[config.mk]
export PLATFORM = sky130hd
export DESIGN_NAME = wft_ram
export DESIGN_NICKNAME = d
export VERILOG_FILES = /design/src/word_frequency_table_unit_macros.svh /design/src/wft_ram.sv
export SDC_FILE = /design/constraint.sdc
export NUM_CORES = 2
export LEC_CHECK = 0
export BUFFER_PORTS_ARGS = -buffer_cell sky130_fd_sc_hd__buf_2
export CAP_MARGIN = 10
export CORE_MARGIN = 2
export CORE_UTILIZATION = 55
export DETAILED_ROUTE_END_ITERATION = 10
export PLACE_DENSITY = 0.71
export SYNTH_ARGS = -nofsm -noshare
export SYNTH_HDL_FRONTEND = slang
export SYNTH_SLANG_ARGS = --single-unit
[constraint.sdc]
create_clock -name clock -period 3 [get_ports clock]
set_clock_uncertainty 0.1 [all_clocks]
set_input_delay 0.6 -clock clock [delete_from_list [all_inputs] [get_ports clock]]
set_output_delay 0.6 -clock clock [all_outputs]
set_load 0.005 [all_outputs]
[src/word_frequency_table_unit_macros.svh]
// Assertion helpers for the word frequency table unit.
// Each macro samples on the rising edge of clock and is switched off while
// reset is high; the using module must have signals of those names.
`ifndef WORD_FREQUENCY_TABLE_UNIT_MACROS_SVH
`define WORD_FREQUENCY_TABLE_UNIT_MACROS_SVH

// Check the consequent in the same cycle as the antecedent.
`define WFT_ASSERT_NOW(label, ante, cons) \
   label: assert property (@(posedge clock) disable iff (reset) (ante) |-> (cons)) \
      else $error("word frequency table: assertion failed");

// Check the consequent in the cycle after the antecedent.
`define WFT_ASSERT_NEXT(label, ante, cons) \
   label: assert property (@(posedge clock) disable iff (reset) (ante) |=> (cons)) \
      else $error("word frequency table: assertion failed");

`endif

[src/wft_ram.sv]
`timescale 1ns / 1ps

module wft_ram #(
   parameter int WIDTH = 8,
   parameter int DEPTH = 256
) (
   input  logic                                   clock,
   input  logic                                   wr_en,
   input  logic [(DEPTH > 1 ? $clog2(DEPTH) : 1)-1:0] wr_addr,
   input  logic [WIDTH-1:0]                       wr_data,
   input  logic [(DEPTH > 1 ? $clog2(DEPTH) : 1)-1:0] rd_addr,
   output logic [WIDTH-1:0]                       rd_data
);

   logic [WIDTH-1:0] mem_ff [DEPTH];
   logic [WIDTH-1:0] rd_data_ff;

   // Write one entry, register the read port
   always_ff @(posedge clock) begin
      if (wr_en) begin
         mem_ff[wr_addr] <= wr_data;
      end
      rd_data_ff <= mem_ff[rd_addr];
   end

   assign rd_data = rd_data_ff;

endmodule

# Word-level counts from Yosys, hierarchy flattened
# Memories as Yosys holds them, arrays and structs flattened. A register that Yosys moved wholly into a read port is not among the register bits.
# Cells that the tools add are included.
[totals]
register_bits = 0
ramBits = 2048
out_inout_bits = 8
wordCells = 3
memories = 1
[classes]
n_mux = 2
[memory_table]
columns = ["memory", "depth", "width", "read_ports", "rd_clocked_by_memory_dff", "write_ports", "line", "source"]
rows = [
  ["mem_ff", 256, 8, 1, 1, 1, "wft_ram.sv:15", "logic [WIDTH-1:0] mem_ff [DEPTH];"],
]
[ops]
columns = ["op", "count"]
rows = [
  ["$mux W1", 2],
]

# Logic depth before layout (Yosys ltp)
[logic_depth]
depth_word = 2
ltp_mapped = 11

# Worst setup path after synthesis
# OpenSTA, ideal clock, no wires.
[synth_path]
path_kind = "input to register"
from = "input rd_addr[0] (netlist bit)"
to = "register rd_data_ff[2], in the netlist rd_data[2] (read register of mem_ff)"
setup_ps = 131
arrival_ps = 2407
t_required_ps = 2769
path_slack_ps = 362
stages = 9
n_path_buf = 4
path_cell_list = "buf_6 > buf_12 > buf_8 > buf_2 > mux4_2 > a22oi_1 > a21oi_1 > nor4_1 > nor4_2"
[synth_rtl]
columns = ["item", "line", "source"]
rows = [
  ["start: declaration", "wft_ram.sv:11", "input logic [(DEPTH > 1 ? $clog2(DEPTH) : 1)-1:0] rd_addr,"],
  ["end: declaration", "wft_ram.sv:16", "logic [WIDTH-1:0] rd_data_ff;"],
]

==> results.md <==
| Parameter | Reported | Unit |
|:---|:---|:---|
| Number of buffers on the longest clock path | 3 | - |
| Sum of negative setup slack | 0 | ns |
| Data arrival time of the critical path | 3.59 | ns |
| Internal Dissipation | 46.4 | mW |
| Antenna-violating nets left | 0 | - |
| Maximum number of pins on one net before global-route repair | 97 | - |
| Number of gates resized after cts | 0 | - |
| Avg Cell Area, Syn | 21.3 | sq um |
| Initial antenna violation count | 5 | - |
| Number of setup violations in the final report | 0 | - |
| Max Slew Vio Count | 0 | - |
| Max transition margin | 0.380 | - |
| Synthesized net count | 3,759 | - |
| CTS tree | yes | - |
| Count of hold buffers inserted by post-cts repair | 0 | - |
| Cell type group with the largest total delay on the critical path | simple AND/OR/NAND/NOR gates | - |
| Cell type with the largest total area after synthesis | sky130_fd_sc_hd__edfxtp_1 | - |
| Result of the run | complete, but fails checks | - |
| CORE AREA | 144,000 | sq um |
| Die boundary width | 384 | microns |
| Synth async-reset ratio | 0 | - |
| Fraction of the yosys area taken by sequential cells | 0.775 | - |
| Kind of critical path | in2reg | - |
| Most area-consuming cells after synthesis | sky130_fd_sc_hd__edfxtp_1 77%, sky130_fd_sc_hd__mux4_2 13%, sky130_fd_sc_hd__mux2i_1 1.7% | - |
| Number of top-level pins | 34 | - |
| Areal power density over the cells | 634 | nW/um^2 |
| Kind of launch point of the worst setup path | primary input | - |
| Top_reg_cell synth | sky130_fd_sc_hd__edfxtp_1 | - |
| Global-route wire length before repair | 285 | mm |
| Area growth from synthesis to layout | 16.8 | % |
| Die Y | 384 | microns |
| Area share of the leading cell type in the synthesized netlist | 0.773 | - |
| Minimum period implied by the final worst setup slack | 2.95 | ns |
| Least-Margin Pin Slew | 0.922 | ns |
| Sum of buffers and inverters on the critical path | 5 | - |
| Utilization of the core after routing | 0.647 | - |
| Total cell area at the placement stage | 86,700 | sq um |
| Switching Share | 0.212 | - |
| Total routed wirelength | 195 | mm |
| Number of synthesized register bits | 2,056 | - |
| Cell count after synthesis | 3,733 | - |
| Netlist area before placement | 79,600 | sq um |
| Total global routing track utilization | 0.269 | - |
| CP max FO | 18 | - |
| Most frequently used cell type in the post-synthesis netlist | sky130_fd_sc_hd__edfxtp_1 | - |
| Per-cell via count in the routed design | 6.41 | - |
| Row count | 139 | - |
| Clock transition time at the flip-flop clock pins of the worst setup and hold paths | 0.06 | ns |
| Total overflow reported by the global router | 0 | - |
| Distinct cell type count of the synthesized netlist | 55 | - |
| Starting density of the core | 0.554 | - |
| Ratio of cells with drive above 1 in the final layout | 0.315 | - |
| Die footprint | 148,000 | sq um |
| Highest clock frequency the design can meet | 339 | MHz |
| Commonest cells in the netlist | 2,048 x sky130_fd_sc_hd__edfxtp_1, 454 x sky130_fd_sc_hd__mux4_2, 282 x sky130_fd_sc_hd__nor2_1 | - |
| Count of unresolved DRC violations after routing | 4 | - |
| Setup repair after global routing missed its margin | no | - |
| Violations in the final reports | design-rule violations | - |
| Static Leak | 30.2 | nW |
| Min-delay src | wr_data[5] | - |
| Classification of the worst-slack hold path | in2reg | - |
| Final HPWL DP | 126 | mm |
| Clk_lat worst skew | 0.85 | ns |
| Slowest stage cell on the critical path | sky130_fd_sc_hd__nor4_1 | - |
| CP startpoint | rd_addr[0] | - |
| Data required time at the worst endpoint | 3.64 | ns |
| Number of global-route vias before repair | 41,300 | - |
| Sw Pwr | 12.5 | mW |
| Gp weighted congestion | 0.877 | - |
| Cell-by-cell trace of the critical path | buf_8, buf_12, buf_12, buf_4, mux4_2, nor2b_1, a211oi_1, nor2_1, nor4_1, buf_4, nor4_1 | - |
| DR vias | 41,500 | - |
| Hold Violations, Final | 0 | - |
| Port Buf Inserts | 33 | - |
| Max-cap violations | 0 | - |
| Root cell of the clock tree | sky130_fd_sc_hd__clkbuf_16 | - |
| Comb power frac | 0.055 | - |
| First-pass iteration count of the detailed router | 9 | - |
| Slowest cell delay on critical path | 0.71 | ns |
| Sink count of the clock tree | 2,056 | - |
| Relative contribution of the clock network to total power | 0.406 | - |
| Depth of the CTS H-tree | 4 | - |
| Tcrit/Tclk final | 0.982 | - |
| Worst IR drop on VDD | 0.000584 | V |
| YS warnings | 0 | - |
| CP Capture Type | register | - |
| Setup bufs post-CTS | 0 | - |
| Detailed Route Iter0 Violations | 5,376 | - |
| Final routed wire length divided by cell count | 30.2 | microns |
| Num CTS Buffers | 197 | - |
| Post-route cell area | 92,900 | sq um |
| Worst flop-to-flop path startpoint | mem_ff[130][1]$_DFFE_PP_ | - |
| Part of the power in registers | 0.539 | - |
| Post-layout nets | 4,428 | - |
| Number of synthesized flops with an enable pin | 2,048 | - |
==> power by group through the flow <==
stage	combinational, mW	clock, mW	sequential [mW]
after CTS	3.22	24.2	31.7
after floorplan	1.54	0	32.3
after global placement	3.15	0	32.3
after global routing	3.40	25.3	31.7
final	3.23	23.9	31.7
after detailed placement	3.21	0	32.3
==> layout make-up <==
type                            count  area (sq um)
Multi-Input combinational cell   1442         16500
Sequential cell                  2056         61700
Timing Repair Buffer              703          6120
Inverter                            2          7.51
Antenna cell                        2          5.00
Clock inverter                    116           966
Fill cell                        9384         50800
Clock buffer                      255          5260
Tap cell                         1903          2380
==> metrics by stage <==
step           hold slack (ns)  setup slack (ns)  std cells  total power [mW]
5_1_grt                 0.0508            0.0365       6477              60.4
4_1_cts                 0.0244             0.132       6477              59.1
6_report                0.0750            0.0531       6479              58.9
2_1_floorplan            0.599             0.362       3733              33.8
3_5_place_dp             0.919            -0.764       6106              35.5
3_3_place_gp             0.909            -0.760       6106              35.5
==> worst paths after layout <==
path / end / slack [ns] / depth (start not counted)
hold / removal: mem_ff[242][5]$_DFFE_PP_ / 0.07 / 1
hold reg to reg: rd_data[5]$_DFF_P_ / 0.96 / 5
setup / recovery: rd_data[4]$_DFF_P_ / 0.05 / 11
setup reg to reg: rd_data[1]$_DFF_P_ / 0.17 / 8
==> cells by family after synthesis <==
group	count (synthesis)	share of synthesized area
compound gates	385	0.0342
buf+inv	235	0.0183
flops	2056	0.775
mux	591	0.146
simple gates	466	0.0263
==> sequential cells by signal (all words and copies together), names as in the netlist <==
| name | flops |
|---|---|
| mem_ff | 2048 |
| rd_data | 8 |
==> placed cells by master, fill, tap and decap left out, drive strengths merged, types with 4 or more instances in the layout <==
cell type     n
a22o          8
nor3         22
o32ai         5
nand2        33
o21ai        12
and2          6
a221oi       14
o22a          5
buf         700
nand2b        8
o221ai       47
nand4        10
edfxtp     2048
inv           6
a211oi       16
a21oi        96
clkinv       99
o22ai        28
nor4         27
nor2b        31
nand3        34
or2           4
dfxtp         8
bufinv       12
nor2        282
a22oi       133
a2111oi       5
o211ai       10
mux2i       134
mux4        456
clkbuf      258
==> metal layers <==
layer,global-route usage,vias to the layer above,part of all wire
met5,0,-,0.00019
met1,0.386,21700,0.39
li1,-,17000,-
met3,0.0604,349,0.11
met2,0.415,2376,0.48
met4,0.0884,6,0.032
Power figures use the tool's default switching activity.
